==> config.mk <==
export PLATFORM = sky130hd
export DESIGN_NAME = rsst_argmax
export DESIGN_NICKNAME = d
export VERILOG_FILES = /design/src/rtl/repose_slope_slide_transfer_unit_assert.svh /design/src/rtl/rsst_pkg.sv /design/src/rtl/rsst_argmax.sv
export SDC_FILE = /design/constraint.sdc
export NUM_CORES = 1
export LEC_CHECK = 0
export ABC_AREA = 1
export BUFFER_PORTS_ARGS = -buffer_cell sky130_fd_sc_hd__buf_4
export CORE_ASPECT_RATIO = 2
export CORE_MARGIN = 4
export CORE_UTILIZATION = 35
export DETAILED_ROUTE_END_ITERATION = 8
export MAX_ROUTING_LAYER = met4
export PLACE_DENSITY = 0.59
export SKIP_LAST_GASP = 1
export SLEW_MARGIN = 20
export SYNTH_ARGS = -nofsm -noshare
export SYNTH_HDL_FRONTEND = slang
export SYNTH_SLANG_ARGS = --single-unit
==> constraint.sdc <==
create_clock -name clock -period 6 [get_ports clock]
set_clock_uncertainty 0.05 [all_clocks]
set_input_delay 0 -clock clock [delete_from_list [all_inputs] [get_ports clock]]
set_output_delay 0 -clock clock [all_outputs]
set_load 0.02 [all_outputs]
==> src/rtl/repose_slope_slide_transfer_unit_assert.svh <==
// assertion macros for the slide transfer unit
// no dependencies; taken in by files that carry concurrent assertions
`ifndef REPOSE_SLOPE_SLIDE_TRANSFER_UNIT_ASSERT_SVH
`define REPOSE_SLOPE_SLIDE_TRANSFER_UNIT_ASSERT_SVH
`ifndef NO_ASSERTIONS
`define RSST_ASSERT_RST(label, clk, rst, prop, msg) \
   label: assert property (@(posedge clk) disable iff (rst) prop) else $error(msg);
`define RSST_ASSERT(label, clk, prop, msg) \
   label: assert property (@(posedge clk) prop) else $error(msg);
`else
`define RSST_ASSERT_RST(label, clk, rst, prop, msg)
`define RSST_ASSERT(label, clk, prop, msg)
`endif
`endif

==> src/rtl/rsst_pkg.sv <==
`timescale 1ns / 1ps
// shared widths, constants and types of the slide transfer unit
// no dependencies
package rsst_pkg;

   localparam int NUM_NEIGHBORS  = 8;
   localparam int DIR_W          = 3;
   localparam int HEIGHT_W       = 32;
   localparam int DZ_W           = 32;
   localparam int FRAC_SHIFT     = 30;
   localparam int KEY_W          = DZ_W + FRAC_SHIFT;
   localparam int TAN_W          = 16;
   localparam int TAN_FRAC       = 12;
   localparam int SPACING_W      = 31;
   localparam int DIST_W         = 32;
   localparam int PROD_W         = TAN_W + DIST_W;
   localparam int EXCESS_W       = PROD_W + 1;
   localparam int TRANSFER_SHIFT = 14;
   localparam int AMOUNT_W       = 31;
   localparam int CSR_DATA_W     = 32;
   localparam int CSR_INDEX_W    = 2;
   localparam int SPACING_PROD_W = SPACING_W + FRAC_SHIFT + 1;

   localparam logic [FRAC_SHIFT-1:0]   INV_SQRT2_Q30 = 30'd759250125;
   localparam logic [FRAC_SHIFT:0]     SQRT2_Q30     = 31'd1518500250;
   localparam logic [NUM_NEIGHBORS-1:0] DIAG_MASK    = 8'b1010_0101;

   localparam logic [SPACING_W-1:0]       SPACING_RESET    = 31'd65536;
   localparam logic signed [HEIGHT_W-1:0] ZONE_START_RESET = 32'sh8000_0000;
   localparam logic signed [HEIGHT_W-1:0] ZONE_END_RESET   = 32'sh7fff_ffff;

   // pipeline stage positions
   localparam int S_DZ       = 0;
   localparam int S_KEY      = 1;
   localparam int S_L1       = 2;
   localparam int S_L2       = 3;
   localparam int S_L3       = 4;
   localparam int S_MUL      = 5;
   localparam int S_OUT      = 6;
   localparam int NUM_STAGES = 7;

   typedef enum logic [CSR_INDEX_W-1:0] {
      CSR_GRID_SPACING = 2'd0,
      CSR_ZONE_START   = 2'd1,
      CSR_ZONE_END     = 2'd2
   } csr_index_type;

   typedef logic signed [HEIGHT_W-1:0] height_type;
   typedef logic [DZ_W-1:0]            dz_type;
   typedef logic [KEY_W-1:0]           key_type;
   typedef logic [DIR_W-1:0]           dir_type;
   typedef logic [TAN_W-1:0]           tan_type;

   typedef struct packed {
      key_type key;
      dz_type  dz;
      dir_type idx;
   } cand_type;

   typedef struct packed {
      logic [NUM_STAGES-1:0] load;
      logic [NUM_STAGES-1:0] valid;
   } pipe_ctrl_type;

endpackage

==> src/rtl/rsst_argmax.sv <==
`timescale 1ns / 1ps
// registered three-level tree that picks the steepest neighbour, lower index on ties
// depends on rsst_pkg
module rsst_argmax (
   input  logic                    clock,
   input  rsst_pkg::pipe_ctrl_type ctrl,
   input  rsst_pkg::cand_type      cand [rsst_pkg::NUM_NEIGHBORS],
   input  rsst_pkg::tan_type       tan_in,
   output rsst_pkg::cand_type      best,
   output rsst_pkg::tan_type       tan_out
);

   rsst_pkg::cand_type l1_ff [4];
   rsst_pkg::cand_type l2_ff [2];
   rsst_pkg::cand_type l3_ff;
   rsst_pkg::tan_type  tan_l1_ff;
   rsst_pkg::tan_type  tan_l2_ff;
   rsst_pkg::tan_type  tan_l3_ff;

   // the higher index takes over only on a strictly larger key
   function automatic rsst_pkg::cand_type pick(input rsst_pkg::cand_type lo,
                                               input rsst_pkg::cand_type hi);
      return (hi.key > lo.key) ? hi : lo;
   endfunction

   always_ff @(posedge clock) begin
      if (ctrl.load[rsst_pkg::S_L1]) begin
         for (int i = 0; i < 4; i++) begin
            l1_ff[i] <= pick(cand[2*i], cand[2*i+1]);
         end
         tan_l1_ff <= tan_in;
      end
   end

   always_ff @(posedge clock) begin
      if (ctrl.load[rsst_pkg::S_L2]) begin
         for (int i = 0; i < 2; i++) begin
            l2_ff[i] <= pick(l1_ff[2*i], l1_ff[2*i+1]);
         end
         tan_l2_ff <= tan_l1_ff;
      end
   end

   always_ff @(posedge clock) begin
      if (ctrl.load[rsst_pkg::S_L3]) begin
         l3_ff     <= pick(l2_ff[0], l2_ff[1]);
         tan_l3_ff <= tan_l2_ff;
      end
   end

   assign best    = l3_ff;
   assign tan_out = tan_l3_ff;

endmodule

# Yosys cells after proc, flatten, opt, wreduce, memory -nomap -nowiden
# Memories as Yosys holds them, arrays and structs flattened.
# Index checks and enable logic that the tools add are counted.
# word_totals
register_bits	145
latch_bits	0
ramBits	582
mem_bits_ro	0
input_bits	807
output_inout_bits	113
word_cells	26
memories	2
# classes
n_addsub	0
multipliers	0
n_div	0
order_cmp	7
eq_ne	0
shift	0
n_mux	11
bitwise	0
reduce_logical	0
# memory_table
memory	words	word_bits	rd	rd_ports_with_merged_regs	wr	line_no	text
l1_ff	4	97	4	0	4	rsst_argmax.sv:13	rsst_pkg::cand_type l1_ff [4];
l2_ff	2	97	2	0	2	rsst_argmax.sv:14	rsst_pkg::cand_type l2_ff [2];
# op_table
op	count
97-bit two-way mux	7
62-bit greater-than comparator	7
1-bit two-way mux	4

# Depth between registers and ports, before layout
# logic_depth
word_depth	2
depth_mapped	18
ltp_nobuf	16

# Least setup slack after synthesis
# No wires, ideal clock.
# synth_timing
path_kind	reg-to-reg
startpoint	memory l1_ff[1][96] (netlist bit)
endpoint	memory l2_ff[0][86] (netlist bit) (data pin)
setup_ns	0.253
t_arrival_ns	1.891
t_required_ns	5.697
path_slack_ns	3.806
stages_incl_launch_ff	15
n_path_buf	2
period_less_slack_ns	2.194
cell_sequence	edfxtp_1 > ha_1 > nand2_1 > nor2_1 > nand2_1 > nor2_1 > nand2_1 > nor2_1 > nand2_1 > nand2_2 > nand2_2 > buf_4 > buf_2 > nand2_1 > nand2_1
# synth_rtl
element	line_no
from (decl)	rsst_argmax.sv:13
to (decl)	rsst_argmax.sv:14

==> metrics.md <==
| Metric | Value |
|---|---|
| GR Util met3 | `under 10%` |
| Largest net degree at the start of global routing | `between 100 and 150` |
| Worst r2r src | `l2_ff[0][169]` |
| Final hold vios | `0` |
| Max Fanout on Critical Path | `58` |
| Gr usage total | `between 20% and 30%` |
| Reg power frac | `40.8%` |
| Die W | `between 200 and 300 um` |
| Area occupied by multi-input gates | `0.01854 sq mm` |
| FF+latch area | `0.02183 sq mm` |
| Max-slew headroom | `roughly 28%` |
| Die area | `approximately 0.13 sq mm` |
| Crit share post-route | `between 70% and 80%` |
| Yosys reg bits | `roughly 730` |
| Clk network pwr share | `28.0%` |
| Pwr Total | `roughly 0.018 W` |
| Fin Setup TNS | `0 ps` |
| Min-Delay Startpoint | `tan_in[8]` |
| Core Area | `between 0.1 and 0.15 sq mm` |
| IO Count | `between 900 and 1000` |
| Vias/cell | `4.865` |
| Port Buf Inserts | `between 900 and 1000` |
| Startpoint types | `input port` |
| Synth Area per Inst | `between 8 and 9 sq um` |
| H-tree depth | `3` |
| Clk Latency, worst-skew pair | `roughly 660 ps` |
| Setup bufs post-CTS | `0` |
| Outcome | `completed` |
| Root buf cell | `clkbuf_16` |
| Min Clock Period, post-route | `4548 ps` |
| DRT iter0 DRCs | `about 2800` |
| PD cells | `around 280 mW/mm^2` |
| Clock buffer depth | `3` |
| Fillers | `~11000` |
| Initial Util | `a little over a third` |
| Global route overflow | `0` |
| HP Class | `in2reg` |
| Setup violations, final | `0` |
| Worst setup path category | `in2reg` |
| Slew Viols, Final | `0` |
| CTS Buf Count | `72` |
| Post-CTS sizing | `0` |
| Maximum vdd drop | `0.2263 mV` |
| Initial DRT Pass Iterations | `6` |
| Site Rows | `~180` |
| Int Pwr | `roughly 0.012 W` |
| R2R Setup Slk | `1900 ps` |
| Area Overhead vs Synth | `43.59%` |
| Most frequent cells in the layout | `nand2_1 (1951), buf_4 (935), dlygate4sd3_1 (807), edfxtp_1 (727), nand3_1 (706)` |
| Clk sink count | `727` |
| Gate power share | `a little under a third` |
| Switch share | `33.04%` |
| Chip height | `507.1 um` |
| Worst hold path stage count | `2` |
| # DRC | `0` |
| Nets | `a little under 8000` |
| Leakage power | `approximately 31 nW` |
| Antenna-violating nets left | `0` |
| Synth Instances | `5060` |
| Vias in the first global route | `between 40000 and 50000` |
| Fraction of layout cells with a size suffix above 1 | `around 16%` |
| Synthesized area | `about 0.044 sq mm` |
| Final cell count without fillers | `8424` |
| FF-to-FF End | `best[80]` |
| Dpl hpwl | `123800 um` |
| Vias | `~41000` |
| Final hold slack | `approximately 61 ps` |
| RSZ-0062 raised after global routing | `no` |
| Post-placement cell count | `7451` |
| Critical path endpoint category | `flop` |
| WP data required | `6450 ps` |
| CTS clock-pin slew for the worst setup and hold paths | `about 70 ps` |
| Synth warn | `0` |
| Netlist cell types | `24` |
| Routability cong. | `between 0.9 and 1` |
| Met1 Usage GRT | `29.28%` |
| MaxCap Viol Count | `0` |
| NetSw | `0.005789 W` |
| First-pass GRT wire length | `between 200000 and 250000 um` |
| Max Fclk | `219.9 MHz` |
| Sequential share of the synthesized area | `50.07%` |
| CTS tree | `built` |
| Measured slew at the worst slew-check pin | `approximately 1100 ps` |
| Critical path arrival | `~5000 ps` |
| Syn Nets | `approximately 6300` |
| Most Crowded Layer GR | `met2` |
| Antenna violations before repair | `37` |
| Most common cell after layout, fill and taps aside | `nand2_1` |
| Depth of the most critical reg-to-reg path | `12` |
| M2 GR Usage | `43.02%` |
| Drt total wl | `between 150000 and 200000 um` |
| Hold Path End | `tan_l1_ff[8]` |
| Routed WL per cell | `between 20 and 25 um` |
==> sequential cells by signal, summed over array words and instances, names as in the netlist <==
signal / flops
tan_out: 16
tan_l2_ff: 16
l1_ff: 388
tan_l1_ff: 16
best: 97
l2_ff: 194
==> Yosys cell counts <==
master       n  area, sq um
a21o_1      28        210.2
a21oi_1    153        765.7
and2_1      10        62.56
buf_1       16        60.06
buf_2       96        480.5
buf_4       35        262.8
buf_6        2        22.52
clkbuf_1    61        229.0
edfxtp_1   727        21830
ha_1       434         5430
inv_1      609         2286
inv_2        5        18.77
nand2_1   1951         7323
nand2_2     14        87.58
nand3_1    706         3533
nand3_2      1        10.01
nand4_1     29        181.4
nand4_2      6        75.07
nor2_1     144        540.5
nor3_1      13        65.06
nor3_2       2        20.02
nor4_1       4        25.02
nor4b_2      1        15.01
o21ai_0     13        65.06
==> worst max-delay path: stages <==
cell           delay, ps
dlygate4sd3_1        530
buf_4                120
inv_1                 40
ha_1                 280
nand2_1              110
inv_1                290
nand4_1              200
nor3_1               500
nand4_4              800
nand2_4              810
buf_12               350
nand2_1               90
nand2_1              110
dlygate4sd3_1        630
==> worst max path at each step <==
| stage | startpoint | to | slack (ps) | cells past startpoint |
|---|---|---|---|---|
| 6_report | cand[761] | l1_ff[0][0] | 1450 | 14 |
| 3_3_place_gp | cand[761] | l1_ff[0][0] | 1620 | 12 |
| 4_1_cts | cand[761] | l1_ff[0][0] | 1260 | 14 |
| 2_1_floorplan | l1_ff[1][96] | l2_ff[0][86] | 3810 | 14 |
| 5_1_grt | cand[761] | l1_ff[0][0] | 1170 | 14 |
| 3_5_place_dp | cand[761] | l1_ff[0][0] | 1650 | 12 |
==> final cells by class <==
class / count / area share [%]
timing repair buffer: 1752 / 24.40
clock buffer: 80 / 3.028
multi-input combinational: 3509 / 29.61
sequential: 727 / 34.87
clock inverter: 50 / 0.9473
inverter: 614 / 3.681
tap: 1656 / 3.310
antenna: 36 / 0.1439
==> logic make-up after synthesis <==
logic type | synth area share, %
flops | 50.07
fa+ha+maj | 12.45
simple gates | 27.38
buf+inv | 7.705
compound gates | 2.388
==> stage by stage <==
stage	instance area, sq um	setup WS (ps)	utilization (%)
floorplan	43600	3806	-
global placement	51950	1623	42.09
finish	62610	1452	50.72
detailed placement	51950	1649	42.09
CTS	62520	1262	50.65
global route	62600	1169	50.72
==> power by group through the flow <==
stage,logic [W],clock network (W),registers (W)
5_1_grt,0.00610,0.00522,0.00722
3_5_place_dp,0.00473,0,0.00724
2_1_floorplan,0.00248,0,0.00729
4_1_cts,0.00550,0.00502,0.00715
3_3_place_gp,0.00469,0,0.00723
6_report,0.00547,0.00490,0.00715
==> timing repair <==
item | 4_1_cts | 5_1_grt
hold buffers | 807 | 0
endpoints found under the hold margin | 571 | 0
setup endpoints to repair | 0 | 0
==> routing by layer <==
layer,vias up,routed length (um),part of all wire (%)
met5,-,0,0
met3,316,12450,7.4
met4,0,9587,5.7
met1,19150,65650,39
li1,19900,-,-
met2,1614,81470,48
No activity file was read; power rests on OpenSTA's default activity.
