### src/rtl/repose_slope_slide_transfer_unit_assert.svh
// assertion macros for the slide transfer unit
// no dependencies; taken in by files that carry concurrent assertions
`ifndef REPOSE_SLOPE_SLIDE_TRANSFER_UNIT_ASSERT_SVH
`define REPOSE_SLOPE_SLIDE_TRANSFER_UNIT_ASSERT_SVH
`ifndef NO_ASSERTIONS
`define RSST_ASSERT_RST(label, clk, rst, prop, msg) \
   label: assert property (@(posedge clk) disable iff (rst) prop) else $error(msg);
`define RSST_ASSERT(label, clk, prop, msg) \
   label: assert property (@(posedge clk) prop) else $error(msg);
`else
`define RSST_ASSERT_RST(label, clk, rst, prop, msg)
`define RSST_ASSERT(label, clk, prop, msg)
`endif
`endif

### src/rtl/rsst_pkg.sv
`timescale 1ns / 1ps
// shared widths, constants and types of the slide transfer unit
// no dependencies
package rsst_pkg;

   localparam int NUM_NEIGHBORS  = 8;
   localparam int DIR_W          = 3;
   localparam int HEIGHT_W       = 32;
   localparam int DZ_W           = 32;
   localparam int FRAC_SHIFT     = 30;
   localparam int KEY_W          = DZ_W + FRAC_SHIFT;
   localparam int TAN_W          = 16;
   localparam int TAN_FRAC       = 12;
   localparam int SPACING_W      = 31;
   localparam int DIST_W         = 32;
   localparam int PROD_W         = TAN_W + DIST_W;
   localparam int EXCESS_W       = PROD_W + 1;
   localparam int TRANSFER_SHIFT = 14;
   localparam int AMOUNT_W       = 31;
   localparam int CSR_DATA_W     = 32;
   localparam int CSR_INDEX_W    = 2;
   localparam int SPACING_PROD_W = SPACING_W + FRAC_SHIFT + 1;

   localparam logic [FRAC_SHIFT-1:0]   INV_SQRT2_Q30 = 30'd759250125;
   localparam logic [FRAC_SHIFT:0]     SQRT2_Q30     = 31'd1518500250;
   localparam logic [NUM_NEIGHBORS-1:0] DIAG_MASK    = 8'b1010_0101;

   localparam logic [SPACING_W-1:0]       SPACING_RESET    = 31'd65536;
   localparam logic signed [HEIGHT_W-1:0] ZONE_START_RESET = 32'sh8000_0000;
   localparam logic signed [HEIGHT_W-1:0] ZONE_END_RESET   = 32'sh7fff_ffff;

   // pipeline stage positions
   localparam int S_DZ       = 0;
   localparam int S_KEY      = 1;
   localparam int S_L1       = 2;
   localparam int S_L2       = 3;
   localparam int S_L3       = 4;
   localparam int S_MUL      = 5;
   localparam int S_OUT      = 6;
   localparam int NUM_STAGES = 7;

   typedef enum logic [CSR_INDEX_W-1:0] {
      CSR_GRID_SPACING = 2'd0,
      CSR_ZONE_START   = 2'd1,
      CSR_ZONE_END     = 2'd2
   } csr_index_type;

   typedef logic signed [HEIGHT_W-1:0] height_type;
   typedef logic [DZ_W-1:0]            dz_type;
   typedef logic [KEY_W-1:0]           key_type;
   typedef logic [DIR_W-1:0]           dir_type;
   typedef logic [TAN_W-1:0]           tan_type;

   typedef struct packed {
      key_type key;
      dz_type  dz;
      dir_type idx;
   } cand_type;

   typedef struct packed {
      logic [NUM_STAGES-1:0] load;
      logic [NUM_STAGES-1:0] valid;
   } pipe_ctrl_type;

endpackage

### src/rtl/rsst_pipe_ctrl.sv
`timescale 1ns / 1ps
// stage valid bits and per-stage load enables of the slide transfer pipeline
// depends on rsst_pkg
module rsst_pipe_ctrl (
   input  logic                    clock,
   input  logic                    reset,
   input  logic                    in_valid,
   input  logic                    out_ready,
   output rsst_pkg::pipe_ctrl_type ctrl
);

   logic [rsst_pkg::NUM_STAGES-1:0] valid_ff;
   logic [rsst_pkg::NUM_STAGES-1:0] valid_in;
   logic [rsst_pkg::NUM_STAGES-1:0] load;

   // a stage loads when empty or when its content moves on
   always_comb begin
      load[rsst_pkg::NUM_STAGES-1] = !valid_ff[rsst_pkg::NUM_STAGES-1] || out_ready;
      for (int i = rsst_pkg::NUM_STAGES - 2; i >= 0; i--) begin
         load[i] = !valid_ff[i] || load[i+1];
      end
   end

   always_comb begin
      valid_in[0] = load[0] ? in_valid : valid_ff[0];
      for (int i = 1; i < rsst_pkg::NUM_STAGES; i++) begin
         valid_in[i] = load[i] ? valid_ff[i-1] : valid_ff[i];
      end
   end

   always_ff @(posedge clock) begin
      if (reset) begin
         valid_ff <= '0;
      end else begin
         valid_ff <= valid_in;
      end
   end

   assign ctrl.load  = load;
   assign ctrl.valid = valid_ff;

endmodule

### config.mk
export PLATFORM = sky130hd
export DESIGN_NAME = rsst_pipe_ctrl
export DESIGN_NICKNAME = d
export VERILOG_FILES = /design/src/rtl/repose_slope_slide_transfer_unit_assert.svh /design/src/rtl/rsst_pkg.sv /design/src/rtl/rsst_pipe_ctrl.sv
export SDC_FILE = /design/constraint.sdc
export NUM_CORES = 1
export LEC_CHECK = 0
export BUFFER_PORTS_ARGS = -buffer_cell sky130_fd_sc_hd__buf_2
export CAP_MARGIN = 10
export CELL_PAD_IN_SITES_DETAIL_PLACEMENT = 1
export CELL_PAD_IN_SITES_GLOBAL_PLACEMENT = 2
export CORE_MARGIN = 2
export CORE_UTILIZATION = 19
export CTS_BUF_LIST = sky130_fd_sc_hd__clkbuf_16
export DETAILED_ROUTE_END_ITERATION = 16
export PLACE_DENSITY_LB_ADDON = 0.3
export SLEW_MARGIN = 5
export SYNTH_ARGS = -nofsm -noshare
export SYNTH_HDL_FRONTEND = slang
export SYNTH_SLANG_ARGS = --single-unit
export TNS_END_PERCENT = 100
### constraint.sdc
create_clock -name clock -period 1.1 [get_ports clock]
set_input_delay 0.165 -clock clock [delete_from_list [all_inputs] [get_ports clock]]
set_output_delay 0.165 -clock clock [all_outputs]
set_load 0.1 [all_outputs]
== Yosys cells after proc, flatten, opt, wreduce, memory -nomap -nowiden ==
Cells that the tools add are included.
Word-level totals
  input bits: 4
  output and inout bits: 14
  logic and storage cells: 21
  flip-flop bits (word level): 7
Operators by class
  reductions and logical operators: 14
Operators by type and width (number)
  zero test 1 bit: 7
  logical OR 1 bit: 7

== Depth between registers and ports, before layout ==
Gate-level depths: netlist (run 1).
  depth in word-level cells: 8
  mapped depth: 4
  mapped depth without buffers: 3

== Least setup slack after synthesis (run 1) ==
OpenSTA, ideal clock, no wires.
  path kind: reg-to-reg
  from: register valid_ff[5] (netlist name)
  to: register valid_ff[0] (netlist name)
  arrival: 2.280 ns
  setup time: 0.084 ns
  path buffers: 1
  stages on the path, launching flop included: 5
  setup slack: -1.264 ns
  path through: dfxtp_1 -> and4b_1 -> buf_6 -> nand2_1 -> a21oi_1
RTL lines
  start, declared: RTL line rsst_pipe_ctrl.sv:12  | logic [rsst_pkg::NUM_STAGES-1:0] valid_ff;
  start signal, assigned: RTL line rsst_pipe_ctrl.sv:35  | valid_ff <= valid_in;

==> impl_metrics.toml, run 1 <==
[clock_tree]
clock-sinks = 7
ctsHtreeMaxLevel = 1
cts-buffers-inserted = 3
cts_tree = "done"
max-clock-path-buffers = 2
clk_pin_slew_worst_paths_ns = 0.03
insertion_delay_ns = 0.23
cts_root_buffer = "clkbuf_16"

[power_and_ir_drop]
p_per_area_nw_per_um2 = 1150
total_power_uw = 956
power_leakage_nw = 0.364
peakVddDrop_v = 0.00154

[yosys]
syn_area_um2 = 289
synth_top_cell_area_share_pct = 48.5
synthArstFlopShare_pct = 0
ys_seq_elements = 7
synthFlopType = "dfxtp_1"
synth_edf_count = 0
yosys.area.top_type = "dfxtp_1"
synthTopCellsByCount = "7 x dfxtp_1, 6 x nor2_1, 5 x inv_1"
synth_nets = 36
synthTopCellsByArea = "dfxtp_1 48%, nor2_1 7.8%, nand4_4 7.4%, a21oi_1 6.9%, inv_1 6.5%"
synth_cell_types = 12
syn_area_per_cell_um2 = 9.03
yosys_warnings = 0
synth-seq-area-share_pct = 48.5
synthMostInstantiatedCell = "dfxtp_1"
netlist_instances = 32

[sta]
fmax_mhz = 732
layout_setup_ws_ns = -0.266
min_period_ns = 1.37
relSlewSlack_pct = 90.0
rsz0062_at_grt = "yes"
finalSetupViolCount = 8
slew_violations = 0
finClkSkew_ns = 0.00235
fin_setup_tns_ns = -1.63
hold_violations = 0
tightest_slew_ns = 0.150
finalCritPeriodShare_pct = 124

[finish]
num_antenna_cells = 0
ff_latch_area_um2 = 166
utilization_pct = 56.4
n_fill_cell = 152
top_register = "valid_ff"
multiInputGateArea_um2 = 145
finalNetCount = 68
drive_gt1_share_pct = 74.6
largest_reg_flops = 7
synthToLayoutAreaGrowth_pct = 187
reg.largest.list = "valid_ff: 7 flops"
design_area_um2 = 830

[worst_setup_path]
end_kind = "output pin"
cp-start-kind = "register"
cpMaxStageDelayCell = "dfxtp_4"
cp_slowest_stage_delay_ns = 0.33
worstPathMaxFanout = 7
critical_path_class = "reg2out"
crit_arrival_ns = 1.20
worstPathRequired_ns = 0.94
critPathBufInv = 2
critPathTopFamily = "flip-flops"
cp_cell_sequence = "and4b_1 -> buf_6 -> nand4_4 -> buf_12"

[die]
ios = 18
coreArea_um2 = 1470
fp.dieW_um = 43
die_h_um = 43
die_area_um2 = 1850
initial_core_util_pct = 19.6
num_rows = 14

[place]
dp_hpwl_um = 713
dpl_cell_area_um2 = 703
port_buffers = 17
finalWeightedCongestion = 0.683

[global_route]
grtUsageMet1_pct = 13.4
busiest_layer = "met2"
grt_max_degree = 8
antenna_found_initial = 0
grt_use_met3_pct = 2.55
track_usage_pct = 11.2
grt_pass1_wl_um = 1480
grt_pass1_vias = 351
use_met2_pct = 17.9
grt_overflow = 0

[drt]
vias_per_cell = 4.06
wire_per_inst_um = 11.4
drtIter0Drc = 1
drt_pre_antenna_iters = 2
drc = 0
drtAntennaViolNets = 0
drt_wl_total_um = 904
vias = 321

[run_status]
failed_checks = "negative setup slack"
status = "finished, violations left"

[hold_path]
hold_path.class = "in2reg"

[run]
maxCapViolCount = 0
==> layout make-up <==
cell class	count	area share, %
Clock buffer	3	9.05
Inverter	5	2.71
Sequential cell	7	20.1
Multi-Input combinational cell	19	17.5
Clock inverter	1	0.452
Tap cell	16	2.41
Timing Repair Buffer	28	47.8
==> worst register-to-register path, cell delays in order (launching register included) <==
cell and delay (ns):
dfxtp_4 0.33, and4b_1 0.21, buf_6 0.14, nand4_4 0.10, buf_4 0.16, buf_6 0.10
a21oi_2 0.09
==> stage by stage <==
| step | hold WS [ns] | cells | setup slack [ns] |
|---|---|---|---|
| after global routing | 0.197 | 79 | -0.301 |
| after global placement | 0.388 | 72 | -0.0731 |
| after CTS | 0.169 | 78 | -0.278 |
| final | 0.170 | 79 | -0.266 |
| after detailed placement | 0.408 | 72 | -0.0839 |
| after floorplan | 0.218 | 32 | -0.495 |
==> where the power goes <==
group / total, mW / leakage [nW] / switching (mW) / internal (mW)
clock: 0.606 / 0.0423 / 0.134 / 0.472
combinational: 0.0934 / 0.260 / 0.0599 / 0.0335
sequential: 0.256 / 0.0622 / 0.00776 / 0.248
==> kinds of logic after synthesis <==
| family | share of synthesized area [%] |
|---|---|
| buffers and inverters | 10.4 |
| DFF | 48.5 |
| AOI/OAI and AO/OA | 9.96 |
| and+or+nand+nor | 31.2 |
==> final timing paths <==
kind,from,to,slack [ns],cells past startpoint
worst min register to register,valid_ff[0],valid_ff[1],0.50,2
worst min-delay path,in_valid,valid_ff[0],0.17,3
worst max register to register,valid_ff[4],valid_ff[1],-0.10,6
worst max-delay path,valid_ff[4],ctrl[8],-0.27,4
==> layout by cell type (no fill, tap or decap), types with 2 or more instances in the layout <==
master	netlist	routed
a21oi_1	4	3
a21oi_2	1	2
buf_12	0	14
buf_2	0	3
buf_4	0	6
buf_6	1	5
clkbuf_16	0	3
dfxtp_4	0	7
inv_1	5	5
nand2_2	0	3
nor2_1	6	6
==> routing by layer <==
metal	up-vias	part of all wire [%]
met3	2	3.3
met5	-	0
met4	0	2.1
li1	165	-
met2	10	56
met1	144	38
==> repair_timing <==
| action | 4_1_cts | 5_1_grt |
|---|---|---|
| pin swaps | 4 | 0 |
| setup endpoints to repair | 9 | 11 |
| hold buffers | 0 | 0 |
| gates cloned | 0 | 0 |
| gates resized for setup | 4 | 4 |
| buffers inserted | 2 | 2 |
Note: power is estimated with default switching activity, not from simulation.
==> inputs of run 2 (changes only) <==
--- a/config.mk
+++ b/config.mk
@@ -7,12 +7,10 @@
 export LEC_CHECK = 0
 export BUFFER_PORTS_ARGS = -buffer_cell sky130_fd_sc_hd__buf_2
 export CAP_MARGIN = 10
-export CELL_PAD_IN_SITES_DETAIL_PLACEMENT = 1
-export CELL_PAD_IN_SITES_GLOBAL_PLACEMENT = 2
-export CORE_MARGIN = 2
-export CORE_UTILIZATION = 19
+export CORE_AREA = 2 2 39 41
 export CTS_BUF_LIST = sky130_fd_sc_hd__clkbuf_16
 export DETAILED_ROUTE_END_ITERATION = 16
+export DIE_AREA = 0 0 41 43
 export PLACE_DENSITY_LB_ADDON = 0.3
 export SLEW_MARGIN = 5
 export SYNTH_ARGS = -nofsm -noshare
==> run 2 against run 1 <==
Against the previous run: the run still ends with negative setup slack left; via count up 2.5%; global-route usage up 0.99 points; count of clock-buffer cells in the layout unchanged; largest power group unchanged.
==> impl_metrics.toml, run 2 (synthesized netlist as in run 1, its figures left out) <==
[die]
die_area_um2 = 1760
fp.dieW_um = 41
die_h_um = 43
coreArea_um2 = 1380
ios = 18
num_rows = 14
initial_core_util_pct = 20.9

[clock_tree]
ctsHtreeMaxLevel = 1
cts_tree = "done"
clk_pin_slew_worst_paths_ns = 0.04
cts_root_buffer = "clkbuf_16"
hold_buffers = 0
clock-sinks = 7
cts-buffers-inserted = 3
insertion_delay_ns = 0.23
max-clock-path-buffers = 2

[worst_setup_path]
reg2regPathDepth = 6
reg2reg_from = "valid_ff[5]"
reg2reg_to = "valid_ff[1]"
crit_arrival_ns = 1.21
worstPathMaxFanout = 6
cp-start-kind = "register"
worstPathRequired_ns = 0.94
critical_path_class = "reg2out"
end_kind = "output pin"
r2r_slack_ns = -0.11

[finish]
synthToLayoutAreaGrowth_pct = 191
reg.largest.list = "valid_ff: 7 flops"
drive_gt1_share_pct = 77.8
final_common_cell = "buf_12"
final_cell_mix = "14 x buf_12, 7 x dfxtp_4, 6 x buf_4"
num_antenna_cells = 0
final_cells = 79
top_register = "valid_ff"
largest_reg_flops = 7
finalNetCount = 68

[power_and_ir_drop]
p_per_area_nw_per_um2 = 1130
total_power_uw = 952
power_leakage_nw = 0.369
peakVddDrop_v = 0.000915

[place]
port_buffers = 17
placed_cells = 71
finalWeightedCongestion = 0.691
dp_slack_ns = -0.0933
dp_hpwl_um = 587

[global_route]
grt_overflow = 0
antenna_found_initial = 0
grt_max_degree = 8
grt_pass1_wl_um = 1420
track_usage_pct = 12.2
grt_pass1_vias = 355

[drt]
wl_met1_um = 333
top_layer = "met3"
drc = 0
wire_per_inst_um = 10.8
vias = 329
drt_pre_antenna_iters = 2
wl_met2_um = 456
wl_met3_um = 61
vias_per_cell = 4.16
drt_wl_total_um = 852
drtIter0Drc = 2
drtAntennaViolNets = 0

[run]
maxCapViolCount = 0

[sta]
finalCritPeriodShare_pct = 125
slew_violations = 0
tightest_slew_ns = 0.151
timing.hold.ws_ns = 0.159
finalSetupViolCount = 9
relSlewSlack_pct = 89.9
hold_violations = 0
layout_setup_ws_ns = -0.271
min_period_ns = 1.37
fmax_mhz = 729
rsz0062_at_grt = "yes"
finClkSkew_ns = 0.000985

[hold_path]
min_path_cells = 3
min_to = "valid_ff[0]"
min_from = "in_valid"
hold_path.class = "in2reg"

[run_status]
status = "finished, violations left"
failed_checks = "negative setup slack"
run 2: cell count changes in the layout (fill, tap and decap cells not counted):
| cell | before | now |
|---|---|---|
| a21oi_1 | 3 | 2 |
| nor2_4 | 0 | 1 |
| a21oi_2 | 2 | 3 |
| nor2_1 | 6 | 5 |
run 2: metal layers:
| metal | vias to the layer above | global-route usage [%] |
|---|---|---|
| li1 | 163 | - |
| met1 | 151 | 14.5 |
| met2 | 15 | 18.4 |
| met3 | 0 | 3.14 |
| met4 | 0 | 8.00 |
| met5 | - | 0 |
run 2: worst max-delay path by stage:
stage	from	to
after floorplan	valid_ff[5]	valid_ff[1]
after global placement	out_ready	ctrl[8]
after detailed placement	out_ready	ctrl[8]
after CTS	valid_ff[4]	ctrl[8]
after global routing	valid_ff[5]	ctrl[8]
final	valid_ff[5]	ctrl[8]
run 2: critical path, cell delays in order (launching register included):
cell and delay, ns:
dfxtp_4 0.33, and4b_1 0.22, buf_6 0.14, nand4_4 0.10
buf_12 0.19
run 2: per-stage QoR:
| step | TNS (ns) | instance area, um2 | utilization [%] |
|---|---|---|---|
| global route | -2.04 | 841 | 60.8 |
| detailed placement | -0.315 | 696 | 50.3 |
| floorplan | -3.71 | 339 | - |
| global placement | -0.203 | 696 | 50.3 |
| CTS | -1.55 | 811 | 58.6 |
| finish | -1.68 | 841 | 60.8 |
run 2: area by class of cell:
| cell class | count | area (um2) |
|---|---|---|
| well taps | 16 | 20.0 |
| repair buffers | 28 | 397 |
| flip-flops and latches | 7 | 166 |
| multi-input cells | 19 | 156 |
| clock inverters | 1 | 3.75 |
| fillers | 108 | 543 |
| inverters | 5 | 22.5 |
| clock buffers | 3 | 75.1 |
run 2: report_power, final:
| part | switching [mW] | leakage, nW | total, mW | internal [mW] |
|---|---|---|---|---|
| registers | 0.00887 | 0.0622 | 0.257 | 0.248 |
| logic | 0.0595 | 0.265 | 0.0932 | 0.0338 |
| clock network | 0.129 | 0.0423 | 0.601 | 0.472 |
| total | 0.198 | 0.369 | 0.952 | 0.754 |
run 2: what timing repair did:
action	in CTS	in global routing
setup endpoints to repair	8	12
pin swaps	4	2
cloned	0	0
setup buffers	3	2
resized for setup	4	6
