$ cat config.mk
export PLATFORM = sky130hd
export DESIGN_NAME = rsst_excess
export DESIGN_NICKNAME = d
export VERILOG_FILES = /design/src/rtl/repose_slope_slide_transfer_unit_assert.svh /design/src/rtl/rsst_pkg.sv /design/src/rtl/rsst_excess.sv
export SDC_FILE = /design/constraint.sdc
export NUM_CORES = 2
export LEC_CHECK = 0
export BUFFER_PORTS_ARGS = -buffer_cell sky130_fd_sc_hd__buf_2
export CELL_PAD_IN_SITES_DETAIL_PLACEMENT = 1
export CELL_PAD_IN_SITES_GLOBAL_PLACEMENT = 1
export CORE_MARGIN = 2
export CORE_UTILIZATION = 45
export DETAILED_ROUTE_END_ITERATION = 8
export PLACE_DENSITY_LB_ADDON = 0.1
export REMOVE_ABC_BUFFERS = 1
export SLEW_MARGIN = 0
export SYNTH_ARGS = -nofsm -noshare
export SYNTH_HDL_FRONTEND = slang
export SYNTH_SLANG_ARGS = --single-unit
$ cat constraint.sdc
create_clock -name clock -period 14.4 [get_ports clock]
set_clock_uncertainty 0.05 [all_clocks]
set_input_delay 2.88 -clock clock [delete_from_list [all_inputs] [get_ports clock]]
set_output_delay 2.88 -clock clock [all_outputs]
set_load 0.01 [all_outputs]
$ cat src/rtl/repose_slope_slide_transfer_unit_assert.svh
// assertion macros for the slide transfer unit
// no dependencies; taken in by files that carry concurrent assertions
`ifndef REPOSE_SLOPE_SLIDE_TRANSFER_UNIT_ASSERT_SVH
`define REPOSE_SLOPE_SLIDE_TRANSFER_UNIT_ASSERT_SVH
`ifndef NO_ASSERTIONS
`define RSST_ASSERT_RST(label, clk, rst, prop, msg) \
   label: assert property (@(posedge clk) disable iff (rst) prop) else $error(msg);
`define RSST_ASSERT(label, clk, prop, msg) \
   label: assert property (@(posedge clk) prop) else $error(msg);
`else
`define RSST_ASSERT_RST(label, clk, rst, prop, msg)
`define RSST_ASSERT(label, clk, prop, msg)
`endif
`endif

$ cat src/rtl/rsst_pkg.sv
`timescale 1ns / 1ps
// shared widths, constants and types of the slide transfer unit
// no dependencies
package rsst_pkg;

   localparam int NUM_NEIGHBORS  = 8;
   localparam int DIR_W          = 3;
   localparam int HEIGHT_W       = 32;
   localparam int DZ_W           = 32;
   localparam int FRAC_SHIFT     = 30;
   localparam int KEY_W          = DZ_W + FRAC_SHIFT;
   localparam int TAN_W          = 16;
   localparam int TAN_FRAC       = 12;
   localparam int SPACING_W      = 31;
   localparam int DIST_W         = 32;
   localparam int PROD_W         = TAN_W + DIST_W;
   localparam int EXCESS_W       = PROD_W + 1;
   localparam int TRANSFER_SHIFT = 14;
   localparam int AMOUNT_W       = 31;
   localparam int CSR_DATA_W     = 32;
   localparam int CSR_INDEX_W    = 2;
   localparam int SPACING_PROD_W = SPACING_W + FRAC_SHIFT + 1;

   localparam logic [FRAC_SHIFT-1:0]   INV_SQRT2_Q30 = 30'd759250125;
   localparam logic [FRAC_SHIFT:0]     SQRT2_Q30     = 31'd1518500250;
   localparam logic [NUM_NEIGHBORS-1:0] DIAG_MASK    = 8'b1010_0101;

   localparam logic [SPACING_W-1:0]       SPACING_RESET    = 31'd65536;
   localparam logic signed [HEIGHT_W-1:0] ZONE_START_RESET = 32'sh8000_0000;
   localparam logic signed [HEIGHT_W-1:0] ZONE_END_RESET   = 32'sh7fff_ffff;

   // pipeline stage positions
   localparam int S_DZ       = 0;
   localparam int S_KEY      = 1;
   localparam int S_L1       = 2;
   localparam int S_L2       = 3;
   localparam int S_L3       = 4;
   localparam int S_MUL      = 5;
   localparam int S_OUT      = 6;
   localparam int NUM_STAGES = 7;

   typedef enum logic [CSR_INDEX_W-1:0] {
      CSR_GRID_SPACING = 2'd0,
      CSR_ZONE_START   = 2'd1,
      CSR_ZONE_END     = 2'd2
   } csr_index_type;

   typedef logic signed [HEIGHT_W-1:0] height_type;
   typedef logic [DZ_W-1:0]            dz_type;
   typedef logic [KEY_W-1:0]           key_type;
   typedef logic [DIR_W-1:0]           dir_type;
   typedef logic [TAN_W-1:0]           tan_type;

   typedef struct packed {
      key_type key;
      dz_type  dz;
      dir_type idx;
   } cand_type;

   typedef struct packed {
      logic [NUM_STAGES-1:0] load;
      logic [NUM_STAGES-1:0] valid;
   } pipe_ctrl_type;

endpackage

$ cat src/rtl/rsst_excess.sv
`timescale 1ns / 1ps
// repose distance, excess height and saturated transfer for the chosen neighbour
// depends on rsst_pkg
module rsst_excess (
   input  logic                          clock,
   input  rsst_pkg::pipe_ctrl_type       ctrl,
   input  logic [rsst_pkg::SPACING_W-1:0] grid_spacing,
   input  rsst_pkg::cand_type            best,
   input  rsst_pkg::tan_type             tan_in,
   output logic                          slid,
   output rsst_pkg::dir_type             direction,
   output logic [rsst_pkg::AMOUNT_W-1:0] transfer_amount
);

   localparam int T_W = rsst_pkg::EXCESS_W - 1 - rsst_pkg::TRANSFER_SHIFT;

   logic [rsst_pkg::SPACING_PROD_W-1:0] spacing_prod_ff;
   logic [rsst_pkg::SPACING_PROD_W-1:0] spacing_round;
   logic [rsst_pkg::DIST_W-1:0]         diag_dist_ff;
   logic [rsst_pkg::DIST_W-1:0]         sel_dist;

   logic                                found_ff;
   rsst_pkg::dir_type                   idx_ff;
   rsst_pkg::dz_type                    dz_ff;
   logic [rsst_pkg::PROD_W-1:0]         prod_ff;

   logic signed [rsst_pkg::EXCESS_W-1:0] excess;
   logic [T_W-1:0]                       quarter;
   logic                                 slid_in;
   logic                                 sat;

   logic                                 slid_ff;
   rsst_pkg::dir_type                    dir_ff;
   logic [rsst_pkg::AMOUNT_W-1:0]        amount_ff;

   // diagonal distance follows the spacing register through spacing_prod_ff and diag_dist_ff
   assign spacing_round = spacing_prod_ff
                        + (rsst_pkg::SPACING_PROD_W'(1) << (rsst_pkg::FRAC_SHIFT - 1));

   always_ff @(posedge clock) begin
      spacing_prod_ff <= rsst_pkg::SPACING_PROD_W'(grid_spacing)
                       * rsst_pkg::SPACING_PROD_W'(rsst_pkg::SQRT2_Q30);
      diag_dist_ff    <= spacing_round[rsst_pkg::FRAC_SHIFT +: rsst_pkg::DIST_W];
   end

   assign sel_dist = rsst_pkg::DIAG_MASK[best.idx] ? diag_dist_ff
                                                    : rsst_pkg::DIST_W'(grid_spacing);

   always_ff @(posedge clock) begin
      if (ctrl.load[rsst_pkg::S_MUL]) begin
         found_ff <= (best.key != '0);
         idx_ff   <= best.idx;
         dz_ff    <= best.dz;
         prod_ff  <= rsst_pkg::PROD_W'(tan_in) * rsst_pkg::PROD_W'(sel_dist);
      end
   end

   // excess in signed Q21.28; a quarter of it is the transfer
   assign excess  = $signed(rsst_pkg::EXCESS_W'({dz_ff, {rsst_pkg::TAN_FRAC{1'b0}}}))
                  - $signed(rsst_pkg::EXCESS_W'(prod_ff));
   assign slid_in = found_ff && !excess[rsst_pkg::EXCESS_W-1] && (excess != '0);
   assign quarter = excess[rsst_pkg::EXCESS_W-2:rsst_pkg::TRANSFER_SHIFT];
   assign sat     = |quarter[T_W-1:rsst_pkg::AMOUNT_W];

   always_ff @(posedge clock) begin
      if (ctrl.load[rsst_pkg::S_OUT]) begin
         slid_ff <= slid_in;
         dir_ff  <= slid_in ? idx_ff : '0;
         if (!slid_in) begin
            amount_ff <= '0;
         end else if (sat) begin
            amount_ff <= '1;
         end else begin
            amount_ff <= quarter[rsst_pkg::AMOUNT_W-1:0];
         end
      end
   end

   assign slid            = slid_ff;
   assign direction       = dir_ff;
   assign transfer_amount = amount_ff;

endmodule

## Word-level counts from Yosys, hierarchy flattened

Memories as Yosys holds them, arrays and structs flattened.
Index checks and enable logic that the tools add are counted.

| storage, ports and cells | value |
|---|---|
| register bits after elaboration | 212 |
| bits in latches | 0 |
| memory bits (writable) | 0 |
| bits in read-only memories | 8 |
| output and inout bits | 35 |
| memories kept | 1 |

Memories:

| memory | words | width | read ports | clocked after memory_dff | wr ports | RTL line | text |
|---|---|---|---|---|---|---|---|
| (no name shown) | 8 | 1 | 1 | 0 | 0 | rsst_excess.sv:46 | `assign sel_dist = rsst_pkg::DIAG_MASK[best.idx] ? diag_dist_ff` |

| cells by class | value |
|---|---|
| add/subtract/negate cells | 2 |
| multipliers | 2 |
| divide/modulo/power cells | 0 |
| magnitude comparators | 1 |
| equal/unequal tests | 0 |
| shift-type cells | 0 |
| muxes and demuxes | 3 |
| bitwise gates (word level) | 0 |
| reductions and logical operators | 6 |

Operators by type and width:

| kind | count |
|---|---|
| adder 62 x 30 -> 62 bit (second input constant) | 1 |
| nonzero test 62 bit | 1 |
| multiplier 31 x 30 -> 61 bit (second input constant) | 1 |
| nonzero test 49 bit | 1 |
| subtractor 44 x 48 -> 49 bit | 1 |
| multiplier 16 x 32 -> 48 bit | 1 |
| two-way mux 32 bit | 1 |
| two-way mux 31 bit | 1 |
| < comparator 3 x 4 -> 1 bit (second input constant) | 1 |
| OR reduction 3 bit | 1 |
| logical AND 1 bit | 2 |
| logical NOT 1 bit | 1 |
| two-way mux 1 bit | 1 |

## Longest topological paths before layout

| logic depth | value |
|---|---|
| depth in word-level cells | 4 |
| mapped depth | 29 |

## Worst setup path before layout

No wires, ideal clock.

| timing path | value |
|---|---|
| path kind | input to register |
| start point | input port best[2] in the netlist's numbering |
| end point | register prod_ff[41] in the netlist's numbering, data pin |
| setup time | 258 ps |
| arrival | 9919 ps |
| path slack | 4173 ps |
| stages on the path | 24 |
| buffers on the path | 2 |
| path through | xnor2_1 > clkbuf_1 > mux2_2 > clkbuf_1 > nand2_1 > fa_1 > fa_1 > fa_1 > inv_1 > fa_1 > fa_1 > inv_1 > fa_1 > inv_1 > ha_1 > a211o_1 > a2111oi_0 > o31ai_1 > a211oi_1 > o21ai_0 > a41o_1 > a21o_1 > a21oi_1 > xnor2_1 |

| on the way | value |
|---|---|
| cells in the longest elaborated chain, start to end | 4 |

Ends and longest elaborated chain:

| element | RTL line | text |
|---|---|---|
| start: declaration | rsst_excess.sv:8 | `input rsst_pkg::cand_type best,` |
| memory read (8 x 1 bit) | - |  |
| two-way mux 1 bit (not written as such) | rsst_excess.sv:46 |  |
| two-way mux 32 bit | rsst_excess.sv:46 |  |
| multiplier 16 x 32 -> 48 bit | rsst_excess.sv:54 | `prod_ff <= rsst_pkg::PROD_W'(tan_in) * rsst_pkg::PROD_W'(sel_dist);` |
| end signal: assignment | rsst_excess.sv:54 |  |
| end: declaration | rsst_excess.sv:25 | `logic [rsst_pkg::PROD_W-1:0] prod_ff;` |

No other way between the ends. The select of a mux whose other input is x is not followed.
A chain may end at the register's enable or synchronous reset.

## Worst setup path in the final report

| timing path | value |
|---|---|
| start point | input port best[2] in the netlist's numbering |
| end point | register prod_ff[44] in the netlist's numbering, data pin |

The elaborated chain is that of the path after synthesis.

==> summary by stage <==
Cells and area
The repair_antennas step left the layout with diodes totalling 0. The net count of the finished layout is 5,513. The most frequent standard cell in the layout excluding fill and tap cells is sky130_fd_sc_hd__inv_1. The relative area change from synthesis to final layout is 6.66%. The post-route netlist has 6.53% of its cells at a drive strength greater than 1. The utilization after layout is 48.6%.

The top cell types in the final layout, fill and taps aside, are sky130_fd_sc_hd__inv_1, sky130_fd_sc_hd__fa_1, sky130_fd_sc_hd__ha_1, sky130_fd_sc_hd__nand2_1, sky130_fd_sc_hd__and2_1. The filler cell count is 9,644.

Routing
Once detail routing completed, the nets flagged for antenna violations numbered 0. After detailed routing, the number of vias per cell comes to 5.15. For this run, the detailed router's first-pass iteration total came to 5.

For this block, the initial DRC count from the detailed router was 1,151. The final route contains 26,871 vias. Wires add up to 105 mm. The routed wirelength normalized by instance count is 20.1 µm. In the routed design, unresolved DRC markers number 0.

Critical path
The data arrival time at the worst-slack endpoint is 10.97 ns. The worst setup path is of the in2reg kind. The worst setup path is launched from an input pin. Along the worst path, the maximum fanout reaches 45. For the worst setup path, the data required time is 14.57 ns. STA classifies the critical path endpoint as a flop.

Logic synthesis
The number of distinct standard cells referenced by the synthesized netlist is 74. In the synthesized netlist the async set-or-reset flop fraction comes to 0%. Summing the sequential cell areas from Yosys gives 12.5% of the chip area. The flip-flop and latch count after synthesis is 184.

The number of standard cells after synthesis is 3,956. The average size of a mapped cell is 9.86 µm². The predominant post-synthesis flop cell is sky130_fd_sc_hd__edfxtp_1. The number of enable-type register cells in the synthesized netlist is 119.

The total number of yosys warnings is 0. The cell area after synthesis is 39,000 µm².

Clock tree
The clock latency of the later-clocked register in the worst-skew pair is 0.50 ns. CTS saw 184 sinks. The clock passes through at most 2 buffers. The TritonCTS clock tree is done. The total clock buffers created by CTS is 17. CTS placed an instance of sky130_fd_sc_hd__clkbuf_16 at the clock tree root. Buffers added to address setup during post-CTS repair amount to 0. The depth of the CTS H-tree is 4. The CTS clock-pin slew for the worst setup and hold paths is 0.07 ns.

The number of hold buffers added after CTS was 0. The post-CTS resize count is 0.

Floorplanning
The total die area is 89,100 µm². The die boundary height is 298 µm. 194 I/O pins were placed. The floorplan step set the die width to 298 µm. Row generation in the floorplan step produced 107 rows. The initial utilization of the core area, before any placement, comes to 45.6%. After floorplanning, the core was sized to cover 85,500 µm².

Timing
The minimum clock period after layout is 10.80 ns. The final max-slew violation count is 0. The final cycle utilization of the critical path is 75.0%. Setup total negative slack on the finished layout was measured at 0 ns. In this run the tightest slew margin relative to its limit is 31.7%. Setup violations remaining at the end of the flow were counted as 0.

For the pin with the worst max-slew slack, the measured transition is 1.02 ns. The final number of hold-violating endpoints was 0. Setup repair after global routing left no endpoint under its margin. The peak clock frequency supported by timing is 92.6 MHz.

Placement
The sum of net half-perimeters after detailed placement is 89.0 mm. The congestion estimate from routability-driven global placement came to 0.864. Port buffering added 181 buffers.

GRT
The number of antenna violations at the first check in global routing is 0. The first global-routing pass estimated 169 mm of wire. The maximum number of pins on one net before global-route repair is 60. Summed over all layers, the global routing overflow is 0.

The number of global-route vias before repair was 30,293. The combined global-route utilization of all metal layers is 24.6%.

Status
The flow ran to the end, and the final reports show no timing, DRC or antenna violations.

Job
The max capacitance violation total is 0.

Worst hold path
The worst min-delay path category is reg2reg.
[cells by family (layout without fill, tap and decap cells)]
family,count (synthesis),count (layout),share of synthesized area (%)
xor gates and xnor gates,122,122,2.74
adders and majority gates,1292,1292,56.1
other,1,1,0.00961
and+or+nand+nor,889,889,11.4
buffers and inverters,1111,1230,10.7
DFF,184,184,12.5
AOI/OAI and AO/OA,325,325,5.59
muxes,32,32,0.920
[cell type report]
| type | count | area [µm²] | area share [%] |
|---|---|---|---|
| Multi-Input combinational cell | 2661 | 30000 | 72.0 |
| Sequential cell | 184 | 4870 | 11.7 |
| Inverter | 1011 | 3790 | 9.12 |
| Tap cell | 1144 | 1430 | 3.44 |
| Timing Repair Buffer | 187 | 953 | 2.29 |
| Clock buffer | 17 | 425 | 1.02 |
| Clock inverter | 15 | 178 | 0.427 |
[metal layers]
layer  part of all wire, %  routed length [µm]  GRT usage, %
met5                     0                   0             0
met4                   2.7                2840          7.07
met3                   2.9                3060          2.28
met2                    50               53000          43.7
met1                    44               46100          31.9
[critical path, stage by stage]
cell and delay, ns:
sky130_fd_sc_hd__buf_2 0.13, sky130_fd_sc_hd__xnor2_2 0.15, sky130_fd_sc_hd__buf_4 0.50, sky130_fd_sc_hd__mux2_2 0.60, sky130_fd_sc_hd__and2_1 0.26, sky130_fd_sc_hd__fa_1 0.53, sky130_fd_sc_hd__inv_1 0.05, sky130_fd_sc_hd__fa_1 0.48
sky130_fd_sc_hd__fa_1 0.53, sky130_fd_sc_hd__inv_1 0.06, sky130_fd_sc_hd__fa_1 0.48, sky130_fd_sc_hd__fa_1 0.53, sky130_fd_sc_hd__inv_1 0.05, sky130_fd_sc_hd__fa_1 0.48, sky130_fd_sc_hd__inv_1 0.04, sky130_fd_sc_hd__ha_1 0.37
sky130_fd_sc_hd__a21oi_1 0.23, sky130_fd_sc_hd__o21ai_0 0.14, sky130_fd_sc_hd__a221oi_1 0.40, sky130_fd_sc_hd__o21ai_0 0.17, sky130_fd_sc_hd__a311oi_1 0.43, sky130_fd_sc_hd__a21o_1 0.21, sky130_fd_sc_hd__a31oi_1 0.18, sky130_fd_sc_hd__a31oi_1 0.46
sky130_fd_sc_hd__o31a_1 0.31, sky130_fd_sc_hd__or4b_1 0.15, sky130_fd_sc_hd__nand4_1 0.09
[synth_stat cells, types with 42 or more instances]
cell / number / share of area, %
sky130_fd_sc_hd__inv_1: 1011 / 9.7
sky130_fd_sc_hd__fa_1: 762 / 39
sky130_fd_sc_hd__ha_1: 530 / 17
sky130_fd_sc_hd__nand2_1: 367 / 3.5
sky130_fd_sc_hd__and2_1: 215 / 3.4
sky130_fd_sc_hd__edfxtp_1: 119 / 9.2
sky130_fd_sc_hd__clkbuf_1: 95 / 0.91
sky130_fd_sc_hd__a21oi_1: 92 / 1.2
sky130_fd_sc_hd__xnor2_1: 83 / 1.9
sky130_fd_sc_hd__nor2_1: 79 / 0.76
sky130_fd_sc_hd__dfxtp_1: 65 / 3.3
sky130_fd_sc_hd__o21ai_0: 51 / 0.65
sky130_fd_sc_hd__a21o_1: 49 / 0.94
sky130_fd_sc_hd__nand3_1: 42 / 0.54
[sequential cells by signal, indices dropped and copies added (netlist names)]
name / cells
diag_dist_ff: 32
direction: 3
dz_ff: 32
found_ff: 1
idx_ff: 3
prod_ff: 48
slid: 1
spacing_prod_ff: 33
transfer_amount: 31
[final timing paths]
| check | from | to | cells past startpoint | slack, ns |
|---|---|---|---|---|
| worst min register to register | spacing_prod_ff[61] | diag_dist_ff[31] | 1 | 0.38 |
| worst min-delay path | spacing_prod_ff[61] | diag_dist_ff[31] | 1 | 0.38 |
| worst max-delay path | best[2] | prod_ff[44] | 27 | 3.60 |
| worst max register to register | diag_dist_ff[12] | prod_ff[44] | 24 | 6.69 |
[per-stage QoR]
stage | hold slack [ns] | cell area (µm²) | instances | setup slack [ns]
4_1_cts | 0.385 | 41600 | 5219 | 3.60
6_report | 0.383 | 41600 | 5219 | 3.60
3_3_place_gp | 0.373 | 41000 | 5187 | 3.07
3_5_place_dp | 0.375 | 41000 | 5187 | 3.07
2_1_floorplan | 0.363 | 38600 | 3856 | 2.61
5_1_grt | 0.405 | 41600 | 5219 | 3.12
Power is left out: the tool's default activity adds up to more than one toggle a clock period on the data nets, which glitch-free logic cannot reach.
